==> src/design/rtc_date_to_epoch_seconds_unit_assert.svh <==
// ----------------------------------------------------------------------------
// RTC date to epoch seconds: assertion macros
// Concurrent checks clocked on clk; compiled out when ASSERT_OFF is set.
// ----------------------------------------------------------------------------
`ifndef RTC_DATE_TO_EPOCH_SECONDS_UNIT_ASSERT_SVH
`define RTC_DATE_TO_EPOCH_SECONDS_UNIT_ASSERT_SVH

`ifndef ASSERT_OFF
// Check that is off while reset is asserted
`define RTCE_ASSERT(lbl, prop, msg) \
    lbl: assert property (@(posedge clk) disable iff (!rst_n) prop) else $error(msg);
// Check that holds at every edge, reset included
`define RTCE_ASSERT_ALWAYS(lbl, prop, msg) \
    lbl: assert property (@(posedge clk) prop) else $error(msg);
`else
`define RTCE_ASSERT(lbl, prop, msg)
`define RTCE_ASSERT_ALWAYS(lbl, prop, msg)
`endif

`endif

==> src/design/rtce_pkg.sv <==
// ----------------------------------------------------------------------------
// RTC date to epoch seconds: package
// Register indexes, calendar constants and field decode helpers.
// ----------------------------------------------------------------------------
`default_nettype none

package rtce_pkg;

    typedef enum logic [0:0] {
        CFG_FIELDS_ARE_BCD = 1'b0,
        CFG_CENTURY_OFFSET = 1'b1
    } cfg_index_t;

    localparam logic [31:0] SecsPerDay  = 32'd86400;
    localparam logic [31:0] SecsPerYear = 32'd31536000;

    localparam logic        BcdReset     = 1'b1;
    localparam logic [7:0]  CenturyReset = 8'd100;

    // Years since 1900 below this value lie before the epoch
    localparam logic [8:0]  EpochYear    = 9'd70;

    // Packed BCD byte to binary: low nibble plus ten times high nibble
    function automatic logic [7:0] bcd_decode(input logic [7:0] b);
        logic [7:0] hi;
        begin
            hi = {4'd0, b[7:4]};
            return {4'd0, b[3:0]} + (hi << 3) + (hi << 1);
        end
    endfunction

    // Days before the first of a month, month given zero-based
    function automatic logic [8:0] days_before_month(input logic [3:0] prior);
        logic [8:0] d;
        begin
            case (prior)
                4'd0:    d = 9'd0;
                4'd1:    d = 9'd31;
                4'd2:    d = 9'd59;
                4'd3:    d = 9'd90;
                4'd4:    d = 9'd120;
                4'd5:    d = 9'd151;
                4'd6:    d = 9'd181;
                4'd7:    d = 9'd212;
                4'd8:    d = 9'd243;
                4'd9:    d = 9'd273;
                4'd10:   d = 9'd304;
                4'd11:   d = 9'd334;
                default: d = 9'd0;
            endcase
            return d;
        end
    endfunction

endpackage

`default_nettype wire

==> src/design/rtc_date_to_epoch_seconds_unit.sv <==
// Pipeline: four register stages; an accepted date passes through stage 1,
// stage 2, stage 3 and the output register before m_tvalid rises.
// Throughput: one date per cycle unless m_tready stalls the output; each stage
// advances on its own, so a stall only holds the stages behind a full one.
// Reset: clears all stage valid bits, sets fields_are_bcd to 1 and
// century_offset to 100.
// ----------------------------------------------------------------------------
// RTC date to epoch seconds unit
// Decodes raw clock fields (BCD or binary) and forms POSIX epoch seconds.
// ----------------------------------------------------------------------------
`default_nettype none

`include "rtc_date_to_epoch_seconds_unit_assert.svh"

module rtc_date_to_epoch_seconds_unit (
    input  wire logic        clk,
    input  wire logic        rst_n,
    // Configuration write port
    input  wire logic        cfg_we,
    input  wire logic [0:0]  cfg_addr,
    input  wire logic [7:0]  cfg_wdata,
    // Input stream
    input  wire logic        s_tvalid,
    output      logic        s_tready,
    // s_tdata: seconds_raw[7:0], minutes_raw[15:8], hours_raw[23:16],
    //          mday_raw[31:24], month_raw[39:32], year_raw[47:40]
    input  wire logic [47:0] s_tdata,
    // Output stream
    output      logic        m_tvalid,
    input  wire logic        m_tready,
    // m_tdata: epoch_seconds[31:0]
    output      logic [31:0] m_tdata,
    // m_tuser: invalid[0]
    output      logic [0:0]  m_tuser
);

    // ------------------------------------------------------------------
    // Configuration registers
    // ------------------------------------------------------------------
    logic       bcd_reg, bcd_next;
    logic [7:0] century_reg, century_next;

    always_comb
    begin
        bcd_next     = bcd_reg;
        century_next = century_reg;
        if (cfg_we)
        begin
            case (rtce_pkg::cfg_index_t'(cfg_addr))
                rtce_pkg::CFG_FIELDS_ARE_BCD: bcd_next     = cfg_wdata[0];
                rtce_pkg::CFG_CENTURY_OFFSET: century_next = cfg_wdata;
                default:                      bcd_next     = bcd_reg;
            endcase
        end
    end

    always_ff @(posedge clk or negedge rst_n)
    begin
        if (!rst_n)
        begin
            bcd_reg     <= rtce_pkg::BcdReset;
            century_reg <= rtce_pkg::CenturyReset;
        end
        else
        begin
            bcd_reg     <= bcd_next;
            century_reg <= century_next;
        end
    end

    // ------------------------------------------------------------------
    // Stage handshake: a stage loads when it is empty or its successor loads
    // ------------------------------------------------------------------
    logic v1_reg, v2_reg, v3_reg, vo_reg;
    logic v1_next, v2_next, v3_next, vo_next;
    logic ld1, ld2, ld3, ldo;

    assign ldo      = !vo_reg || m_tready;
    assign ld3      = !v3_reg || ldo;
    assign ld2      = !v2_reg || ld3;
    assign ld1      = !v1_reg || ld2;
    assign s_tready = ld1;

    always_comb
    begin
        v1_next = ld1 ? s_tvalid : v1_reg;
        v2_next = ld2 ? v1_reg   : v2_reg;
        v3_next = ld3 ? v2_reg   : v3_reg;
        vo_next = ldo ? v3_reg   : vo_reg;
    end

    always_ff @(posedge clk or negedge rst_n)
    begin
        if (!rst_n)
        begin
            v1_reg <= 1'b0;
            v2_reg <= 1'b0;
            v3_reg <= 1'b0;
            vo_reg <= 1'b0;
        end
        else
        begin
            v1_reg <= v1_next;
            v2_reg <= v2_next;
            v3_reg <= v3_next;
            vo_reg <= vo_next;
        end
    end

    // ------------------------------------------------------------------
    // Stage 1: field decode and years since 1900
    // ------------------------------------------------------------------
    logic [7:0] sec_next, min_next, hour_next, mday_next, mon_next, yr_next;
    logic [8:0] y_next;
    logic [7:0] sec_reg, min_reg, hour_reg, mday_reg, mon_reg;
    logic [8:0] y_reg;

    always_comb
    begin
        if (bcd_reg)
        begin
            sec_next  = rtce_pkg::bcd_decode(s_tdata[7:0]);
            min_next  = rtce_pkg::bcd_decode(s_tdata[15:8]);
            // drop the 12-hour PM flag in bit 7
            hour_next = rtce_pkg::bcd_decode({1'b0, s_tdata[22:16]});
            mday_next = rtce_pkg::bcd_decode(s_tdata[31:24]);
            mon_next  = rtce_pkg::bcd_decode(s_tdata[39:32]);
            yr_next   = rtce_pkg::bcd_decode(s_tdata[47:40]);
        end
        else
        begin
            sec_next  = s_tdata[7:0];
            min_next  = s_tdata[15:8];
            hour_next = s_tdata[23:16];
            mday_next = s_tdata[31:24];
            mon_next  = s_tdata[39:32];
            yr_next   = s_tdata[47:40];
        end
        y_next = {1'b0, century_reg} + {1'b0, yr_next};
    end

    always_ff @(posedge clk)
    begin
        if (ld1 && s_tvalid)
        begin
            sec_reg  <= sec_next;
            min_reg  <= min_next;
            hour_reg <= hour_next;
            mday_reg <= mday_next;
            mon_reg  <= mon_next;
            y_reg    <= y_next;
        end
    end

    // ------------------------------------------------------------------
    // Stage 2: day of year, time of day, leap-day count, year offset
    // ------------------------------------------------------------------
    logic [3:0]         prior;
    logic               leap;
    logic [8:0]         ym69;
    logic [7:0]         c100, c400;
    logic signed [10:0] yday_next, yday_reg;
    logic [19:0]        hms_next, hms_reg;
    logic [7:0]         lday_next, lday_reg;
    logic [8:0]         y70_next, y70_reg;
    logic               inv2_next, inv2_reg;

    always_comb
    begin
        if (mon_reg == 8'd0)
            prior = 4'd0;
        else if (mon_reg > 8'd12)
            prior = 4'd11;
        else
            prior = 4'(mon_reg - 8'd1);

        // full year is 1900 + y; of the century years 2100, 2200 and 2300 do not leap
        leap = (y_reg[1:0] == 2'd0)
            && !(y_reg == 9'd200 || y_reg == 9'd300 || y_reg == 9'd400);

        yday_next = $signed({2'b00, rtce_pkg::days_before_month(prior)})
                  + $signed({10'd0, (prior >= 4'd2) && leap})
                  + $signed({3'b000, mday_reg})
                  - 11'sd1;

        hms_next = {12'd0, sec_reg}
                 + 20'({12'd0, min_reg} * 20'd60)
                 + 20'({12'd0, hour_reg} * 20'd3600);

        // (y-69)/4 - (y-1)/100 + (y+299)/400 over the valid range of y
        ym69 = y_reg - 9'd69;
        c100 = {7'd0, y_reg >= 9'd101} + {7'd0, y_reg >= 9'd201}
             + {7'd0, y_reg >= 9'd301} + {7'd0, y_reg >= 9'd401}
             + {7'd0, y_reg >= 9'd501};
        c400 = {7'd0, y_reg >= 9'd101} + {7'd0, y_reg >= 9'd501};
        lday_next = {1'b0, ym69[8:2]} - c100 + c400;

        y70_next  = y_reg - rtce_pkg::EpochYear;
        inv2_next = y_reg < rtce_pkg::EpochYear;
    end

    always_ff @(posedge clk)
    begin
        if (ld2 && v1_reg)
        begin
            yday_reg <= yday_next;
            hms_reg  <= hms_next;
            lday_reg <= lday_next;
            y70_reg  <= y70_next;
            inv2_reg <= inv2_next;
        end
    end

    // ------------------------------------------------------------------
    // Stage 3: day and year products, mod 2^32
    // ------------------------------------------------------------------
    logic signed [11:0] days;
    logic [31:0]        dsec_next, dsec_reg;
    logic [31:0]        ysec_next, ysec_reg;
    logic [19:0]        hms3_reg;
    logic               inv3_reg;

    always_comb
    begin
        days      = 12'(yday_reg) + $signed({4'd0, lday_reg});
        // sign-extend so a day before the first wraps like the 32-bit sum
        dsec_next = 32'(32'(days) * rtce_pkg::SecsPerDay);
        ysec_next = 32'({23'd0, y70_reg} * rtce_pkg::SecsPerYear);
    end

    always_ff @(posedge clk)
    begin
        if (ld3 && v2_reg)
        begin
            dsec_reg <= dsec_next;
            ysec_reg <= ysec_next;
            hms3_reg <= hms_reg;
            inv3_reg <= inv2_reg;
        end
    end

    // ------------------------------------------------------------------
    // Stage 4: final sum into the output register
    // ------------------------------------------------------------------
    logic [31:0] epoch_next, epoch_reg;
    logic        inv_reg;

    always_comb
    begin
        if (inv3_reg)
            epoch_next = 32'd0;
        else
            epoch_next = {12'd0, hms3_reg} + dsec_reg + ysec_reg;
    end

    always_ff @(posedge clk)
    begin
        if (ldo && v3_reg)
        begin
            epoch_reg <= epoch_next;
            inv_reg   <= inv3_reg;
        end
    end

    assign m_tvalid   = vo_reg;
    assign m_tdata    = epoch_reg;
    assign m_tuser[0] = inv_reg;

    // ------------------------------------------------------------------
    // Assertions
    // ------------------------------------------------------------------
    `RTCE_ASSERT_ALWAYS(a_invalid_zero,
        (m_tvalid && m_tuser[0]) |-> (m_tdata == 32'd0),
        "pre-epoch result carries nonzero seconds")
    `RTCE_ASSERT(a_accept_fills_s1,
        (s_tvalid && s_tready) |=> v1_reg,
        "accepted transaction did not reach stage 1")
    `RTCE_ASSERT(a_empty_out_ready,
        !vo_reg |-> s_tready,
        "input stalled while the output stage is empty")
    `RTCE_ASSERT(a_s3_hold,
        (v3_reg && vo_reg && !m_tready) |=> (v3_reg && $stable(dsec_reg)),
        "stage 3 lost or changed data under stall")
    `RTCE_ASSERT(a_s2_advance,
        (v2_reg && ld3) |=> v3_reg,
        "stage 2 item did not advance into stage 3")

endmodule

`default_nettype wire
==> config.mk <==
export PLATFORM = sky130hd
export DESIGN_NAME = rtc_date_to_epoch_seconds_unit
export DESIGN_NICKNAME = d
export VERILOG_FILES = /design/src/design/rtce_pkg.sv /design/src/design/rtc_date_to_epoch_seconds_unit.sv
export VERILOG_INCLUDE_DIRS = /design/src /design/src/design
export SDC_FILE = /design/constraint.sdc
export NUM_CORES = 1
export LEC_CHECK = 0
export ABC_AREA = 1
export BUFFER_PORTS_ARGS = -buffer_cell sky130_fd_sc_hd__clkbuf_2
export CAP_MARGIN = 10
export CELL_PAD_IN_SITES_DETAIL_PLACEMENT = 0
export CELL_PAD_IN_SITES_GLOBAL_PLACEMENT = 1
export CORE_UTILIZATION = 40
export CTS_CLUSTER_DIAMETER = 30
export CTS_CLUSTER_SIZE = 14
export DETAILED_ROUTE_END_ITERATION = 7
export GPL_TIMING_DRIVEN = 0
export PLACE_DENSITY_LB_ADDON = 0.05
export RECOVER_POWER = 50
export SLEW_MARGIN = 0
export SYNTH_ARGS = -nofsm -noshare
export SYNTH_HDL_FRONTEND = slang
export SYNTH_SLANG_ARGS = --single-unit
==> constraint.sdc <==
create_clock -name clk -period 6.82 [get_ports clk]
set_input_delay 0.341 -clock clk [delete_from_list [all_inputs] [get_ports clk]]
set_output_delay 0.341 -clock clk [all_outputs]
set_load 0.02 [all_outputs]
# Yosys cells after proc, flatten, opt, wreduce, memory -nomap -nowiden

Memories as Yosys holds them, arrays and structs flattened.
Index checks and enable logic that the tools add are counted.

Eq/ne operators: 3
Multipliers: 4
Muxes and demuxes: 8
Bitwise operators: 1
$add $sub $neg: 31
Magnitude comparators: 8
Reductions and logical operators: 21

Operators by type and width:

| kind                                                              | number |
|---|---|
| 2-to-1 mux 8 bit                                                  | 6 |
| adder 4 x 7 -> 8 bit                                              | 5 |
| adder 8 x 5 -> 8 bit                                              | 5 |
| adder 20 x 32 -> 32 bit                                           | 1 |
| adder 32 bit                                                      | 1 |
| multiplier 32 x 10 -> 25 bit, second input constant               | 1 |
| greater-or-equal comparator 9 bit, second input constant          | 3 |
| multiplier 9 x 18 -> 25 bit, second input constant                | 1 |
| adder 15 x 20 -> 20 bit                                           | 1 |
| == test 9 bit, second input constant                              | 2 |
| subtractor 9 x 7 -> 9 bit, second input constant                  | 2 |
| multiplier 8 x 8 -> 16 bit, second input constant                 | 1 |
| adder 8 x 14 -> 15 bit                                            | 1 |
| adder 11 x 9 -> 12 bit                                            | 1 |
| multiplier 8 x 4 -> 12 bit, second input constant                 | 1 |
| adder 10 x 8 -> 11 bit                                            | 1 |
| subtractor 11 x 2 -> 11 bit, second input constant                | 1 |
| adder 9 x 1 -> 10 bit                                             | 1 |
| adder 8 x 8 -> 9 bit                                              | 1 |
| == test 9 x 8 -> 1 bit, second input constant                     | 1 |
| greater-or-equal comparator 9 x 7 -> 1 bit, second input constant | 1 |
| greater-or-equal comparator 9 x 8 -> 1 bit, second input constant | 1 |
| less-than comparator 9 x 7 -> 1 bit, second input constant        | 1 |
| adder 7 x 4 -> 8 bit                                              | 1 |
| 18 further kinds                                                  | 35 |

Output and inout bits: 35
Word-level logic and storage cells: 100
Memories: 1
Input port bits: 62
Register bits: 215
ROM bits: 144

Memories:

| memory          | words | width | read ports | clocked after Yosys merged registers in | wr ports | RTL line       | RTL |
|---|---|---|---|---|---|---|---|
| (no name shown) | 16    | 9     | 1          | 0                                       | 0        | rtce_pkg.sv:36 | `case (prior)` |

# Logic depth before layout (Yosys ltp)

Depth in word-level cells: 9
Gate-level depth with buffers: 29
Gate-level depth less buffers: 29

# Least setup slack after synthesis

Ideal clock, no wire load.

Path kind: flip-flop to flip-flop
Start: register yday_reg[0]
End: register dsec_reg[29] (data pin)
Arrival time: 4889 ps
Path buffers: 0
Period minus slack after synthesis: 5167 ps
Path slack: 1653 ps
Required time: 6543 ps
Stages on the path, launching flop included: 25
Library setup time: 277 ps
Cells stage by stage: edfxtp_1 ha_1 fa_1 nand3_1 nand2_1 nand2_1 nand2_1 xor2_1 ha_1 inv_1 fa_1 inv_1 fa_1 ha_1 inv_1 fa_1 inv_1 ha_1 a21oi_1 o21ai_0 a21oi_1 nand3_1 nand2_1 nand2_1 xor2_1

Longest elaborated chain between the ends: 2

RTL lines:

| item                         | RTL line                              | RTL |
|---|---|---|
| from (decl)                  | rtc_date_to_epoch_seconds_unit.sv:162 | `logic signed [10:0] yday_next, yday_reg;` |
| from (signal assigned)       | rtc_date_to_epoch_seconds_unit.sv:206 | `yday_reg <= yday_next;` |
| adder 11 x 9 -> 12 bit       | rtc_date_to_epoch_seconds_unit.sv:225 | `days = 12'(yday_reg) + $signed({4'd0, lday_reg});` |
| multiplier 32 x 10 -> 25 bit | rtc_date_to_epoch_seconds_unit.sv:227 | `dsec_next = 32'(32'(days) * rtce_pkg::SecsPerDay);` |
| net dsec_next[29]            | rtc_date_to_epoch_seconds_unit.sv:218 | `logic [31:0] dsec_next, dsec_reg;` |
| to (signal assigned)         | rtc_date_to_epoch_seconds_unit.sv:235 | `dsec_reg <= dsec_next;` |
| to (decl)                    | rtc_date_to_epoch_seconds_unit.sv:218 |  |

The timed path passes the listed nets, and every way through them passes these cells.
A chain may end at the register's enable or synchronous reset.

# Final worst setup path

Start: register yday_reg[0]
End: register dsec_reg[28] (data pin)

Same word-level chain as after synthesis.

==> results_dict.tcl <==
set metrics [dict create \
    grt.total_usage_pct 19.0 \
    clk_pin_slew_ps 50 \
    clk_latency_ps 570 \
    die-width_um 227 \
    root_buffer "clkbuf_16" \
    num_io_pins 97 \
    post_drt_via_cell_ratio 4.82 \
    yosys-top-cells-count "395 x inv_1, 362 x nand2_1, 324 x ha_1" \
    seq_area_frac_synth_pct 31.6 \
    numClockSinks 215 \
    status "finished with violations" \
    largest_reg_flops 32 \
    yosys.area.top_type "edfxtp_1" \
    drc 0 \
    wirelength_um 46900 \
    routabilityCongestion 0.868 \
    synthesis.area_um2 20200 \
    worstHoldPathCells 3 \
    core_um2 50000 \
    ys_types 52 \
    yosysTopAreaCellShare_pct 30.0 \
    cts_setup_buffers 0 \
    dp_hpwl_um 39400 \
    yosys_warnings 0 \
    rsz0062_at_grt "false" \
    yosysMostFrequentCell "inv_1" \
    final_nets 2860 \
    clockBufferDepth 3 \
    drv_slew 94 \
    antenna_cells 0 \
    tns_ps 0 \
    start_util_pct 40.5 \
    syn-instance-count 2182 \
    path_max_fanout 6 \
    antenna_found_initial 0 \
    pre_cts_ws_ps 758 \
    die_h_um 227 \
    grt_pass1_wl_um 76100 \
    critPathLaunchType "flop" \
    hp-class "input port to flop" \
    tightest_slew_ps 3720 \
    worstPathArrival_ps 6330 \
    clock.fmax_ghz 0.166 \
    fin_crit_ps 6020 \
    drv_cap 2 \
    r2r_cells 25 \
    postRouteAntennaNets 0 \
    portBuffers 96 \
    grt_max_degree 67 \
    grt.overflow.total 0 \
    area_growth_pct 15.8 \
    drtIter0Drc 626 \
    cts_tree "yes" \
    vias 14770 \
    crit_path_end_kind "flop" \
    row_count 82 \
    synth_edf_count 202 \
    crit_type "flop to flop" \
    setup_viol 0 \
    ctsHtreeMaxLevel 2 \
    die_area_um2 51400 \
    ys_ff_latch 215 \
    skew_ps 23.8 \
    fin_ws_ps 801 \
    drtPass1Iterations 5 \
    slew-limit-headroom_pct -148 \
    cp.required_ps 7130 \
    syn_avg_cell_area_um2 9.26 \
    final_layout_size_suffix_gt1_share_pct 8.61 \
    async_flop_share_pct 6.05 \
    fin_crit_sh_pct 88.3 \
    failed_checks "capacitance limit, slew limit" \
    post_drt_wl_per_cell_um 15.3 \
    finalHoldViolations 0 \
    nFillCells 4862 \
    syn-num-nets 2690 \
    synth_flop_cell "edfxtp_1" \
    cts_made_buffers 52 \
    synth_area_leaders "edfxtp_1 30%, ha_1 20%, fa_1 12%" \
    ctsResizeCount 0 \
    grt_pass1_vias 14976 \
]
through the flow:
stage                     instance area, um^2  std cells  hold WS, ps  util [%]
after floorplan                         20200       2182         45.4         -
after global placement                  21500       2950          259      43.1
after detailed placement                21600       2954          261      43.3
after CTS                               23500       3065         25.5      47.1
after global routing                    23400       3065         57.6      46.9
final                                   23400       3065         66.1      46.9
cell usage in the layout (no fill, tap or decap), drive strengths merged, types with 4 or more instances in the layout:
master and count:
nor3 14, clkinv 18, nand3 75, nor4 6
dfrtp 9, o21bai 10, nand2 372, a21o 12
a31oi 20, o21a 6, or2 9, mux2 7
edfxtp 202, ha 324, a21oi 160, nor2 147
buf 4, inv 403, xnor2 38, nand4 22
xor2 84, bufinv 4, dlygate4sd3 16, o21ai 103
dfstp 4, fa 122, clkbuf 170, clkinvlp 7
path summary, 6_finish.rpt:
| kind | start | end | slack [ps] |
|---|---|---|---|
| worst max register to register | yday_reg[0] | dsec_reg[28] | 800 |
| worst min-delay path | s_tdata[23] | hour_reg[7] | 70 |
| worst max-delay path | yday_reg[0] | dsec_reg[28] | 800 |
| min in group asynchronous | rst_n | century_reg[4] | 360 |
| max in group asynchronous | rst_n | m_tvalid | 6000 |
| worst min register to register | hms_reg[6] | hms3_reg[6] | 410 |
metal layers:
layer | routed length (um) | part of all wire [%] | global-route usage [%]
met1 | 21100 | 45 | 23.7
met2 | 23200 | 49 | 33.5
met3 | 1480 | 3.2 | 2.80
met4 | 1130 | 2.4 | 6.08
met5 | 0 | 0 | 0
cell families after synthesis:
kind of cell | share of synthesized area (%)
buf+inv | 7.64
mux | 0.390
compound gates | 9.11
flops | 31.6
simple gates | 13.8
fa+ha+maj | 32.1
xor+xnor | 5.32
worst max-delay path: stages (launching register included):
cell and delay [ps]:
edfxtp_1 390, ha_1 270, fa_1 410, nand3_1 80, nand2_1 100, a31o_2 220
xor2_1 590, ha_1 360, inv_1 70, fa_1 410, inv_1 80, fa_1 420
ha_1 280, inv_1 50, fa_1 490, inv_1 40, ha_1 390, nand2_1 120
nor2_1 170, nand4_1 120, o21ai_2 280, nand2_1 80, nand2_1 100, nand2_1 80
nand3_1 70, nand2_1 60
repair_timing:
| action | 4_1_cts | 5_1_grt |
|---|---|---|
| endpoints found under the setup margin | 0 | 0 |
| hold endpoints to repair | 27 | 0 |
| hold buffers | 16 | 0 |
cell type report:
cell class / instances / area (um^2) / share of cell area [%]
Buffer: 14 / 53.8 / 0.230
Clock buffer: 60 / 1360 / 5.81
Clock inverter: 35 / 350 / 1.50
Inverter: 397 / 1490 / 6.37
Multi-Input combinational cell: 1556 / 12300 / 52.5
Sequential cell: 215 / 6400 / 27.3
Tap cell: 672 / 841 / 3.59
Timing Repair Buffer: 116 / 637 / 2.72
Power is left out: the tool's default activity adds up to more than one toggle a clock period on the data nets, which glitch-free logic cannot reach.
